<file path="config.mk">
export PLATFORM = sky130hd
export DESIGN_NAME = irrigation_mode_controller
export DESIGN_NICKNAME = d
export VERILOG_FILES = /design/src/rtl/imc_pkg.sv /design/src/rtl/irrigation_mode_controller.sv
export SDC_FILE = /design/constraint.sdc
export NUM_CORES = 1
export LEC_CHECK = 0
export ABC_AREA = 1
export BUFFER_PORTS_ARGS = -buffer_cell sky130_fd_sc_hd__buf_4
export CAP_MARGIN = 10
export CORE_MARGIN = 1.5
export CORE_UTILIZATION = 30
export CTS_CLUSTER_DIAMETER = 150
export DETAILED_ROUTE_END_ITERATION = 12
export SLEW_MARGIN = 0
export SYNTH_ARGS = -nofsm -noshare
export SYNTH_HDL_FRONTEND = slang
export SYNTH_SLANG_ARGS = --single-unit
</file>
<file path="constraint.sdc">
create_clock -name clk_i -period 9.36 [get_ports clk_i]
set_input_delay 1.872 -clock clk_i [delete_from_list [all_inputs] [get_ports clk_i]]
set_output_delay 1.872 -clock clk_i [all_outputs]
set_load 0.01 [all_outputs]
</file>
<file path="src/rtl/imc_pkg.sv">
// ---------------------------------------------------------------------------
// Irrigation mode controller package
// Shared types, field widths, register map and reset values.
// ---------------------------------------------------------------------------
package imc_pkg;

  // Field widths.
  localparam int unsigned SampleW  = 12;
  localparam int unsigned PctW     = 7;
  localparam int unsigned SecW     = 16;
  localparam int unsigned PpsW     = 10;
  localparam int unsigned PressW   = 15;
  localparam int unsigned ModeW    = 3;
  localparam int unsigned InDataW  = 16;
  localparam int unsigned OutDataW = 48;
  localparam int unsigned AddrW    = 5;
  localparam int unsigned DataW    = 32;

  // Converter full scale and pressure per percent (3 * 98 Pa).
  localparam logic [12:0]       FullScale   = 13'd4095;
  localparam logic [PressW-1:0] PaPerPct    = 15'd294;
  localparam logic [PpsW-1:0]   PassCountMax = 10'd1023;

  // Register reset values.
  localparam logic [PpsW-1:0] PpsReset   = 10'd10;
  localparam logic [SecW-1:0] DayReset   = 16'd30;
  localparam logic [SecW-1:0] NightReset = 16'd15;
  localparam logic [PctW-1:0] LowReset   = 7'd20;
  localparam logic [PctW-1:0] CritReset  = 7'd10;

  // Register indexes (byte address / 4).
  localparam logic [2:0] RegPps   = 3'd0;
  localparam logic [2:0] RegDay   = 3'd1;
  localparam logic [2:0] RegNight = 3'd2;
  localparam logic [2:0] RegLow   = 3'd3;
  localparam logic [2:0] RegCrit  = 3'd4;

  typedef enum logic [ModeW-1:0] {
    ModeStart    = 3'd0,
    ModeMonitor  = 3'd1,
    ModeWater    = 3'd2,
    ModePaused   = 3'd3,
    ModeLow      = 3'd4,
    ModeCritical = 3'd5
  } mode_e;

endpackage

</file>
<file path="src/rtl/irrigation_mode_controller.sv">
// ---------------------------------------------------------------------------
// Irrigation mode controller
// One control pass per item: updates the six-mode controller, the watering
// countdown and timer, and returns mode, drives, seconds, percent, pressure.
// ---------------------------------------------------------------------------
//  Channel   Direction  Handshake                 Content
//  s_axis    in         tvalid/tready             sensor bits, tank sample
//  m_axis    out        tvalid/tready             mode, drives, seconds, level
//  apb       in/out     psel/penable/pready       five control registers
//
// Each item is held in the input register (tank percent is captured there)
// and goes through one pass of the mode logic into the result register;
// one item is taken per cycle while results drain.
// The result register decouples the sides; a stalled output holds its item
// and the input register still takes one item, after which it is also full.
// Reset is asynchronous and needs no clearing pass.
// ---------------------------------------------------------------------------
module irrigation_mode_controller (
  input  logic                          clk_i,
  input  logic                          rst_ni,
  // Input items
  input  logic                          s_axis_tvalid_i,
  output logic                          s_axis_tready_o,
  // [0] soil_dry, [1] presence, [2] daylight, [14:3] tank_sample, [15] zero
  input  logic [imc_pkg::InDataW-1:0]   s_axis_tdata_i,
  // Result items
  output logic                          m_axis_tvalid_o,
  input  logic                          m_axis_tready_i,
  // [2:0] mode, [3] pump_on, [4] alert_on, [20:5] seconds_left,
  // [27:21] tank_percent, [42:28] pressure_pa, [47:43] zero
  output logic [imc_pkg::OutDataW-1:0]  m_axis_tdata_o,
  // Configuration port
  input  logic                          psel,
  input  logic                          penable,
  input  logic                          pwrite,
  input  logic [imc_pkg::AddrW-1:0]     paddr,
  input  logic [imc_pkg::DataW-1:0]     pwdata,
  output logic [imc_pkg::DataW-1:0]     prdata,
  output logic                          pready
);
  import imc_pkg::*;

  // Configuration registers.
  logic [PpsW-1:0] pps_q;
  logic [SecW-1:0] day_q, night_q;
  logic [PctW-1:0] low_q, crit_q;
  logic            cfg_wr;

  // Input stage.
  logic            in_valid_q;
  logic            dry_q, pres_q, day_lt_q;
  logic [PctW-1:0] pct_q;
  logic [PctW-1:0] pct_in;
  logic [18:0]     scaled, approx;
  logic [PctW-1:0] quot0;
  logic [18:0]     rem0;
  logic [SampleW-1:0] sample;
  logic            advance;
  logic            in_take;

  // Controller state.
  mode_e           mode_q, mode_n;
  logic [SecW-1:0] cd_q, cd_n, ps_q, ps_n, cs_q, cs_n;
  logic [PctW-1:0] lp_q, lp_n;
  logic            run_q, run_n;
  logic [PpsW-1:0] passes_q, passes_n;
  logic            pump_q, pump_n, alert_q, alert_n;
  logic            fired, mon;

  // Result register.
  logic                  out_valid_q;
  logic [OutDataW-1:0]   out_data_q;
  logic [PressW-1:0]     press_n;

  assign pready = 1'b1;
  assign cfg_wr = psel & penable & pwrite;

  // Register writes.
  always_ff @(posedge clk_i or negedge rst_ni) begin
    if (!rst_ni) begin
      pps_q   <= PpsReset;
      day_q   <= DayReset;
      night_q <= NightReset;
      low_q   <= LowReset;
      crit_q  <= CritReset;
    end else if (cfg_wr) begin
      unique case (paddr[4:2])
        RegPps:   pps_q   <= pwdata[PpsW-1:0];
        RegDay:   day_q   <= pwdata[SecW-1:0];
        RegNight: night_q <= pwdata[SecW-1:0];
        RegLow:   low_q   <= pwdata[PctW-1:0];
        RegCrit:  crit_q  <= pwdata[PctW-1:0];
        default: ;
      endcase
    end
  end

  // Register reads.
  always_comb begin
    unique case (paddr[4:2])
      RegPps:   prdata = {{(DataW-PpsW){1'b0}}, pps_q};
      RegDay:   prdata = {{(DataW-SecW){1'b0}}, day_q};
      RegNight: prdata = {{(DataW-SecW){1'b0}}, night_q};
      RegLow:   prdata = {{(DataW-PctW){1'b0}}, low_q};
      RegCrit:  prdata = {{(DataW-PctW){1'b0}}, crit_q};
      default:  prdata = '0;
    endcase
  end

  // Handshake: the pass runs when the result register is free or draining.
  assign advance         = in_valid_q & (~out_valid_q | m_axis_tready_i);
  assign s_axis_tready_o = ~in_valid_q | advance;
  assign in_take         = s_axis_tvalid_i & s_axis_tready_o;

  // Tank percent = sample * 100 / 4095. The quotient estimate
  // (x + x/4096) / 4096 is never high and at most one low.
  assign sample = s_axis_tdata_i[14:3];
  assign scaled = {1'b0, sample, 6'd0} + {2'b0, sample, 5'd0} + {5'b0, sample, 2'd0};
  assign approx = scaled + {12'd0, scaled[18:12]};
  assign quot0  = approx[18:12];
  assign rem0   = scaled - {quot0, 12'd0} + {12'd0, quot0};
  assign pct_in = quot0 + {6'd0, (rem0 >= {6'd0, FullScale})};

  always_ff @(posedge clk_i or negedge rst_ni) begin
    if (!rst_ni) begin
      in_valid_q <= 1'b0;
    end else if (in_take) begin
      in_valid_q <= 1'b1;
    end else if (advance) begin
      in_valid_q <= 1'b0;
    end
  end

  always_ff @(posedge clk_i) begin
    if (in_take) begin
      dry_q    <= s_axis_tdata_i[0];
      pres_q   <= s_axis_tdata_i[1];
      day_lt_q <= s_axis_tdata_i[2];
      pct_q    <= pct_in;
    end
  end

  // One control pass: mode handler, then the shared monitor step, then the
  // alert handlers' follow-up tests on the fresh percent.
  always_comb begin
    mode_n   = mode_q;
    cd_n     = cd_q;
    ps_n     = ps_q;
    cs_n     = cs_q;
    lp_n     = lp_q;
    run_n    = run_q;
    passes_n = passes_q;
    pump_n   = pump_q;
    alert_n  = alert_q;
    fired    = 1'b0;
    mon      = 1'b0;

    unique case (mode_q) inside
      ModeMonitor: begin
        mon = 1'b1;
      end
      ModeWater: begin
        if (pres_q) begin
          mode_n = ModePaused;
          ps_n   = cd_q;
          pump_n = 1'b0;
        end else if (lp_q <= crit_q) begin
          mode_n = ModeCritical;
          cs_n   = cd_q;
          pump_n = 1'b0;
        end else begin
          // One-shot watering timer: first read arms it.
          if (!run_q) begin
            run_n    = 1'b1;
            passes_n = '0;
          end else begin
            passes_n = (passes_q < PassCountMax) ? passes_q + 1'b1 : passes_q;
            if (passes_n >= pps_q) begin
              run_n    = 1'b0;
              passes_n = '0;
              fired    = 1'b1;
            end
          end
          if (fired) begin
            if (cd_q != '0) begin
              cd_n = cd_q - 1'b1;
            end else begin
              pump_n = 1'b0;
              mode_n = ModeMonitor;
            end
          end
          mon = 1'b1;
        end
      end
      ModePaused: begin
        if (!pres_q) begin
          mode_n = ModeWater;
          cd_n   = ps_q;
          pump_n = 1'b1;
        end
        mon = 1'b1;
      end
      ModeLow, ModeCritical: begin
        alert_n = 1'b1;
        mon     = 1'b1;
      end
      default: begin
        run_n    = 1'b0;
        passes_n = '0;
        pump_n   = 1'b0;
        alert_n  = 1'b0;
        mode_n   = ModeMonitor;
      end
    endcase

    // Monitor step: take the new sample and look for a mode change.
    if (mon) begin
      lp_n = pct_q;
      if (mode_n != ModeWater) begin
        if (dry_q) begin
          mode_n = ModeWater;
          cd_n   = day_lt_q ? day_q : night_q;
          ps_n   = '0;
          cs_n   = '0;
          pump_n = 1'b1;
        end else if (pct_q <= low_q && pct_q > crit_q) begin
          mode_n = ModeLow;
        end else if (pct_q <= crit_q) begin
          mode_n = ModeCritical;
        end
      end
    end

    // Alert exits, tested after the monitor step. The critical exit resumes
    // from the saved time as the monitor step left it.
    if (mode_q == ModeLow) begin
      if (pct_q > low_q) begin
        mode_n = ModeWater;
      end else if (pct_q <= crit_q) begin
        cs_n   = cd_n;
        mode_n = ModeCritical;
      end
    end else if (mode_q == ModeCritical) begin
      if (pct_q > crit_q) begin
        alert_n = 1'b0;
        mode_n  = ModeWater;
        cd_n    = cs_n;
        pump_n  = 1'b1;
      end
    end
  end

  // Controller state update.
  always_ff @(posedge clk_i or negedge rst_ni) begin
    if (!rst_ni) begin
      mode_q   <= ModeStart;
      cd_q     <= '0;
      ps_q     <= '0;
      cs_q     <= '0;
      lp_q     <= '0;
      run_q    <= 1'b0;
      passes_q <= '0;
      pump_q   <= 1'b0;
      alert_q  <= 1'b0;
    end else if (advance) begin
      mode_q   <= mode_n;
      cd_q     <= cd_n;
      ps_q     <= ps_n;
      cs_q     <= cs_n;
      lp_q     <= lp_n;
      run_q    <= run_n;
      passes_q <= passes_n;
      pump_q   <= pump_n;
      alert_q  <= alert_n;
    end
  end

  // Result register.
  assign press_n = {{(PressW-PctW){1'b0}}, lp_n} * PaPerPct;

  always_ff @(posedge clk_i or negedge rst_ni) begin
    if (!rst_ni) begin
      out_valid_q <= 1'b0;
    end else if (advance) begin
      out_valid_q <= 1'b1;
    end else if (m_axis_tready_i) begin
      out_valid_q <= 1'b0;
    end
  end

  always_ff @(posedge clk_i) begin
    if (advance) begin
      out_data_q <= {5'd0, press_n, lp_n, cd_n, alert_n, pump_n, mode_n};
    end
  end

  assign m_axis_tvalid_o = out_valid_q;
  assign m_axis_tdata_o  = out_data_q;

  // Checks on internal consistency.
  a_timer_idle_clear: assert property (@(posedge clk_i) disable iff (!rst_ni)
    !run_q |-> passes_q == '0)
    else $error("timer count not cleared while idle");

  a_paused_pump_off: assert property (@(posedge clk_i) disable iff (!rst_ni)
    mode_q == ModePaused |-> !pump_q)
    else $error("pump on while paused");

  a_percent_range: assert property (@(posedge clk_i) disable iff (!rst_ni)
    in_valid_q |-> pct_q <= 7'd100)
    else $error("tank percent above 100");

  a_stall_only_full: assert property (@(posedge clk_i) disable iff (!rst_ni)
    !s_axis_tready_o |-> (in_valid_q && out_valid_q && !m_axis_tready_i))
    else $error("input stalled without a full pipeline");

endmodule

</file>
# Word level (Yosys, flattened, before mapping)
# Cells that the tools add are included.
[op_classes] addsub=8 mul=1 n_div=0 order_cmp=8 n_eq_ne=12 shift=0 n_mux=83 n_bitwise=9 n_reduce_logical=15
[op_table] cell="$mux W16" count=25
[op_table] cell="$pmux W16 S5" count=1
[op_table] cell="$mux W10" count=5
[op_table] cell="$mux W3" count=15
[op_table] cell="$add A19 B7 Y19" count=2
[op_table] cell="$pmux W16 S2" count=1
[op_table] cell="$mux W1" count=29
[op_table] cell="$le A7 B7 Y1" count=3
[op_table] cell="$pmux W10 S2" count=1
[op_table] cell="$add A18 B17 Y19" count=1
[op_table] cell="$add A19 B14 Y19" count=1
[op_table] cell="$ge A19 B12 Y1 const B" count=1
[op_table] cell="$sub A19 B19 Y19" count=1
[op_table] cell="$reduce_bool A16 Y1" count=1
[op_table] cell="$sub A16 B1 Y16 const B" count=1
[op_table] cell="$gt A7 B7 Y1" count=2
[op_table] cell="$mul A7 B8 Y14 const B" count=1
[op_table] cell="$eq A3 B2 Y1 const B" count=4
[op_table] cell="$add A10 B1 Y10 const B" count=1
[op_table] cell="$ge A10 B10 Y1" count=1
[op_table] cell="$lt A10 B10 Y1 const B" count=1
[op_table] cell="$reduce_and A2 Y1" count=5
[op_table] cell="$eq A3 B3 Y1 const B" count=3
[op_table] cell="$pmux W3 S3" count=1
[op_table] cell="other kinds (17)" count=29
[word_totals] reg_bits=181 latchBits=0 ramBits=0 mem_bits_ro=0 inputBits=60 out_inout_bits=83 word_cells=157 n_memories=0

# Logic depth before layout (Yosys ltp)
[depth] ltp_word=20 ltp_mapped=48 depth_no_buf=48

# Least setup slack after synthesis
# Ideal clock, no wire load.
[synth_timing] kind="input to register" start="in s_axis_tdata_i[3] (netlist name)" end="reg pct_q[6], data pin" setup_ps=259 arrival_time_ps=7435 path_slack_ps=1666 stages=39 path_buffers=0 path_cell_list="fa_1 > ha_1 > fa_1 > nand3_1 > nand3_1 > xor2_1 > inv_1 > ha_1 > or2_2 > nand2_1 > inv_1 > nand2_1 > inv_1 > nand2_1 > nand2_1 > and3_1 > ha_1 > inv_1 > (+3 left out) > nand2_1 > nand2_1 > or2_2 > nand2_1 > nand2_1 > xor2_1 > nand3_1 > o21ai_0 > nor2_1 > nand4_1 > nor2_1 > nand3_1 > ha_1 > ha_1 > nand3_1 > nor2_1 > nand3_1 > xor2_1"
[synth_between] elab_chain_len=7
[synth_rtl] element="start, declared" line_no="irrigation_mode_controller.sv:25" source="input logic [imc_pkg::InDataW-1:0] s_axis_tdata_i,"
[synth_rtl] element="$add A18 B17 Y19" line_no="irrigation_mode_controller.sv:118" source="assign scaled = {1'b0, sample, 6'd0} + {2'b0, sample, 5'd0} + {5'b0, sample, 2'd0};"
[synth_rtl] element="$add A19 B14 Y19 *" line_no="irrigation_mode_controller.sv:118"
[synth_rtl] element="$add A19 B7 Y19" line_no="irrigation_mode_controller.sv:119" source="assign approx = scaled + {12'd0, scaled[18:12]};"
[synth_rtl] element="$sub A19 B19 Y19" line_no="irrigation_mode_controller.sv:121" source="assign rem0 = scaled - {quot0, 12'd0} + {12'd0, quot0};"
[synth_rtl] element="$add A19 B7 Y19" line_no="irrigation_mode_controller.sv:121"
[synth_rtl] element="$ge A19 B12 Y1" line_no="irrigation_mode_controller.sv:122" source="assign pct_in = quot0 + {6'd0, (rem0 >= {6'd0, FullScale})};"
[synth_rtl] element="$add A7 B1 Y7 *" line_no="irrigation_mode_controller.sv:122"
[synth_rtl] element="net pct_in[6]" line_no="irrigation_mode_controller.sv:53" source="logic [PctW-1:0] pct_in;"
[synth_rtl] element="end signal, assigned" line_no="irrigation_mode_controller.sv:139" source="pct_q <= pct_in;"
[synth_rtl] element="end, declared" line_no="irrigation_mode_controller.sv:52" source="logic [PctW-1:0] pct_q;"
# Mark *: on every way through the listed nets, which the timed path passes. The rest lies on a longest branch.
# A chain may end at the register's enable or synchronous reset.

# Worst setup path after layout
# Ends and elaborated chain as after synthesis.

==> results.txt <==
----------------------------------------------------
[Detailed routing]
  Total via count after detailed routing ... 12600
  Number of optimization iterations in the first detailed-route pass ... 6
  Via-to-Cell Ratio ... between 4 and 5
  Remaining antenna violation count ... 0
  Routed length per placed instance ... around 15 um
  WL final ... 38700 um
  Drc violations ... 0
  Initial DRC count ... between 700 and 800

[Worst setup path]
  Worst path slowest cell ... sky130_fd_sc_hd__fa_1
  Data required time of the critical path ... between 9 and 10 ns
  CP Capture Type ... register
  Setup CP Type ... in2reg
  Max stage delay on crit path ... between 0.4 and 0.5 ns
  CP max FO ... 5
  Most frequent cell on the critical path ... sky130_fd_sc_hd__nand2_1
  Startpoint types ... primary input
  Arrival time of the worst setup path ... approximately 8.3 ns

[Place]
  Port Buffer Count ... 100
  Count of placed standard cells including taps ... about 2500
  Placer Congestion ... between 0.9 and 1
  Cell area after placement ... approximately 15000 um2
  Placed wire-length estimate ... between 20000 and 30000 um

[Synthesis]
  Count of flip-flops with a built-in enable after synthesis ... a little over 50
  Dominant cell by count in the synthesized netlist ... sky130_fd_sc_hd__nand2_1
  Commonest register cell after synthesis ... sky130_fd_sc_hd__dfrtp_1
  Sequential element share of the synthesized area ... approximately 35%
  Synth unique cells ... 56
  Fraction of post-synthesis cell area in the top cell type by area ... about a fifth
  Synth Register Bits ... 180
  Instance count of the mapped netlist ... between 1500 and 2000
  Most area-hungry cell type in the Yosys netlist ... sky130_fd_sc_hd__dfrtp_1
  Commonest cells in the netlist ... sky130_fd_sc_hd__nand2_1, sky130_fd_sc_hd__inv_1, sky130_fd_sc_hd__o21ai_0, sky130_fd_sc_hd__nand3_1, sky130_fd_sc_hd__ha_1
  Async SR Flop Fraction ... 71.7%
  Avg Cell Area, Syn ... ~7.4 um2
  Combined area of all synthesized cells ... approximately 14000 um2
  Synth warn ... 0
  Cell types occupying the most area after synthesis ... sky130_fd_sc_hd__dfrtp_1, sky130_fd_sc_hd__nand2_1, sky130_fd_sc_hd__ha_1

[Global routing]
  Wire length of the first global-routing pass ... 62300 um
  Total global-route track usage ... around 17%
  Number of antenna violations at the first check in global routing ... 0
  Maximum number of pins on one net before global-route repair ... about 100
  Total gr overflow ... 0
  Via count of the first global-routing pass ... between 10000 and 15000

[Finish]
  Area added between synthesis and finish ... 13.2%
  Area taken by multi-input logic gates ... 7730 um2
  Final layout net count ... 2146
  Final cell area excluding filler cells ... roughly 16000 um2
  Layout fillers ... just under 5000
  Layout cells sized above 1 ... under 10%
  Number of antenna cells inserted ... 0
  Non-filler instance count after layout ... roughly 2600
  Register area ... approximately 4800 um2

[CTS]
  Clock root buffer master ... sky130_fd_sc_hd__clkbuf_16
  TritonCTS Buffers ... 17
  Count of cells resized by post-cts repair ... 0
  Buffer count from post-CTS setup fixing ... 0
  Clock-pin transition on the worst setup and hold timing paths ... about 0.070 ns
  Clock tree from TritonCTS ... yes
  Latest clock arrival within the worst-skew pair ... 0.46 ns
  Clk sink count ... 180
  CTS HTree Levels ... 4
  Count of hold-fix buffers inserted at cts ... 0
  Maximum buffer depth of the clock tree ... 2

[Timing]
  Unrepaired setup endpoints after global routing ... false
  Final number of max-transition violations ... 0
  Setup TNS ... 0 ns
  Crit share post-route ... around 86%
  Min Tclk post-route ... 8.09 ns
  Maximum achievable frequency ... 124 MHz
  Setup-failing EPs final ... 0
  Max-slew headroom at the worst pin ... about a fifth
  Actual slew at the worst max-slew pin ... around 1.2 ns
  Final-report hold violation count ... 0
  Worst clock skew on the final layout ... 0.0145 ns

[Floorplanning]
  Top-level I/O count ... 143
  Std cell rows ... 78
  Y dimension of the die ... around 220 um
  Die outline area ... around 47000 um2
  Core box area ... about 45000 um2
  Starting Density ... 30.5%
  Horizontal die dimension ... 218 um

[Power]
  Leakage component of the power ... just under 0.008 uW
  Design Power ... 5400 uW
  Worst supply voltage drop on vdd ... 0.225 mV
  Pwr per Cell Area ... 345 nW/um2

[Status]
  Run status ... completed

[Job]
  # Max-Cap Violations ... 0

[Worst hold path]
  Type of the tightest min-delay check ... reg2reg

----------------------------------------------------
-- placed cells by master (no fill, tap or decap), drive strengths merged, types with 5 or more instances in the layout --
cell	n
a22oi	15
o21ai	193
ha	123
clkinv	7
a21oi	86
dfstp	14
a21boi	12
o2111ai	5
nor3	13
fa	12
conb	23
xor2	31
or2	7
buf	116
dfrtp	115
edfxtp	51
clkbuf	20
nor2	124
xnor2	7
nand3	151
a31oi	6
nand2	502
nand4	23
nand3b	7
inv	255
o22ai	20
-- cells by family after synthesis --
group	after synthesis	synth area share, %
DFF	180	34.6
and+or+nand+nor	835	25.8
buffers and inverters	335	10.2
other	2	0.0543
xor gates and xnor gates	38	2.41
AOI/OAI and AO/OA	353	14.1
adders and majority gates	135	12.9
-- flip-flops by register name, indices dropped and copies added, names as in the netlist --
signal           count
ps_q                16
m_axis_tvalid_o      1
in_valid_q           1
run_q                1
day_lt_q             1
crit_q               7
dry_q                1
day_q               16
alert_q              1
pct_q                7
cd_q                16
passes_q            10
night_q             16
mode_q               3
lp_q                 7
pps_q               10
pres_q               1
cs_q                16
low_q                7
pump_q               1
m_axis_tdata_o      41
-- layout make-up --
class                           count  area share (%)
Clock inverter                     12           0.751
Multi-Input combinational cell   1384            49.4
Clock buffer                       20            2.92
Tap cell                          600            4.80
Timing Repair Buffer              116            5.59
Sequential cell                   180            30.5
Inverter                          252            6.07
-- metal layers --
metal  up-vias  global-route usage [%]  wire (um)
li1       6299                       -          -
met1      5898                    20.3      16400
met2       309                    29.2      19500
met3        60                    2.41       1670
met4         0                    6.74       1160
met5         -                       0          0
-- stage by stage --
step	setup WS (ns)	hold slack (ns)	util (%)
3_5_place_dp	0.754	0.470	33.2
3_3_place_gp	0.774	0.465	33.2
4_1_cts	1.26	0.489	34.5
2_1_floorplan	1.67	0.449	-
6_report	1.27	0.483	34.5
5_1_grt	0.749	0.520	34.5
-- worst max-delay path: cells and delay by family --
kind / cells / cell delay [ns]
buf+inv: 6 / 0.48
xor+xnor: 3 / 0.66
fa+ha+maj: 9 / 2.82
simple gates: 21 / 2.28
compound gates: 1 / 0.16
-- final timing paths --
kind,slack (ns),cells after the start,end,from
setup / recovery,1.27,40,pct_q[6],s_axis_tdata_i[3]
hold / removal,0.48,2,day_q[13],day_q[13]
setup reg to reg,3.42,32,m_axis_tdata_o[42],crit_q[3]
hold reg to reg,0.48,2,day_q[13],day_q[13]
max in group asynchronous,6.40,2,lp_q[0],rst_ni
min in group asynchronous,1.48,1,cs_q[13],rst_ni
-- where the power goes --
group / total (uW) / leakage (uW) / switching [uW] / internal [uW]
logic: 3290 / 0.00531 / 2060 / 1230
clock network: 710 / 0.000274 / 347 / 363
registers: 1400 / 0.00211 / 175 / 1220
total: 5400 / 0.00770 / 2580 / 2810
Power figures use the tool's default switching activity.
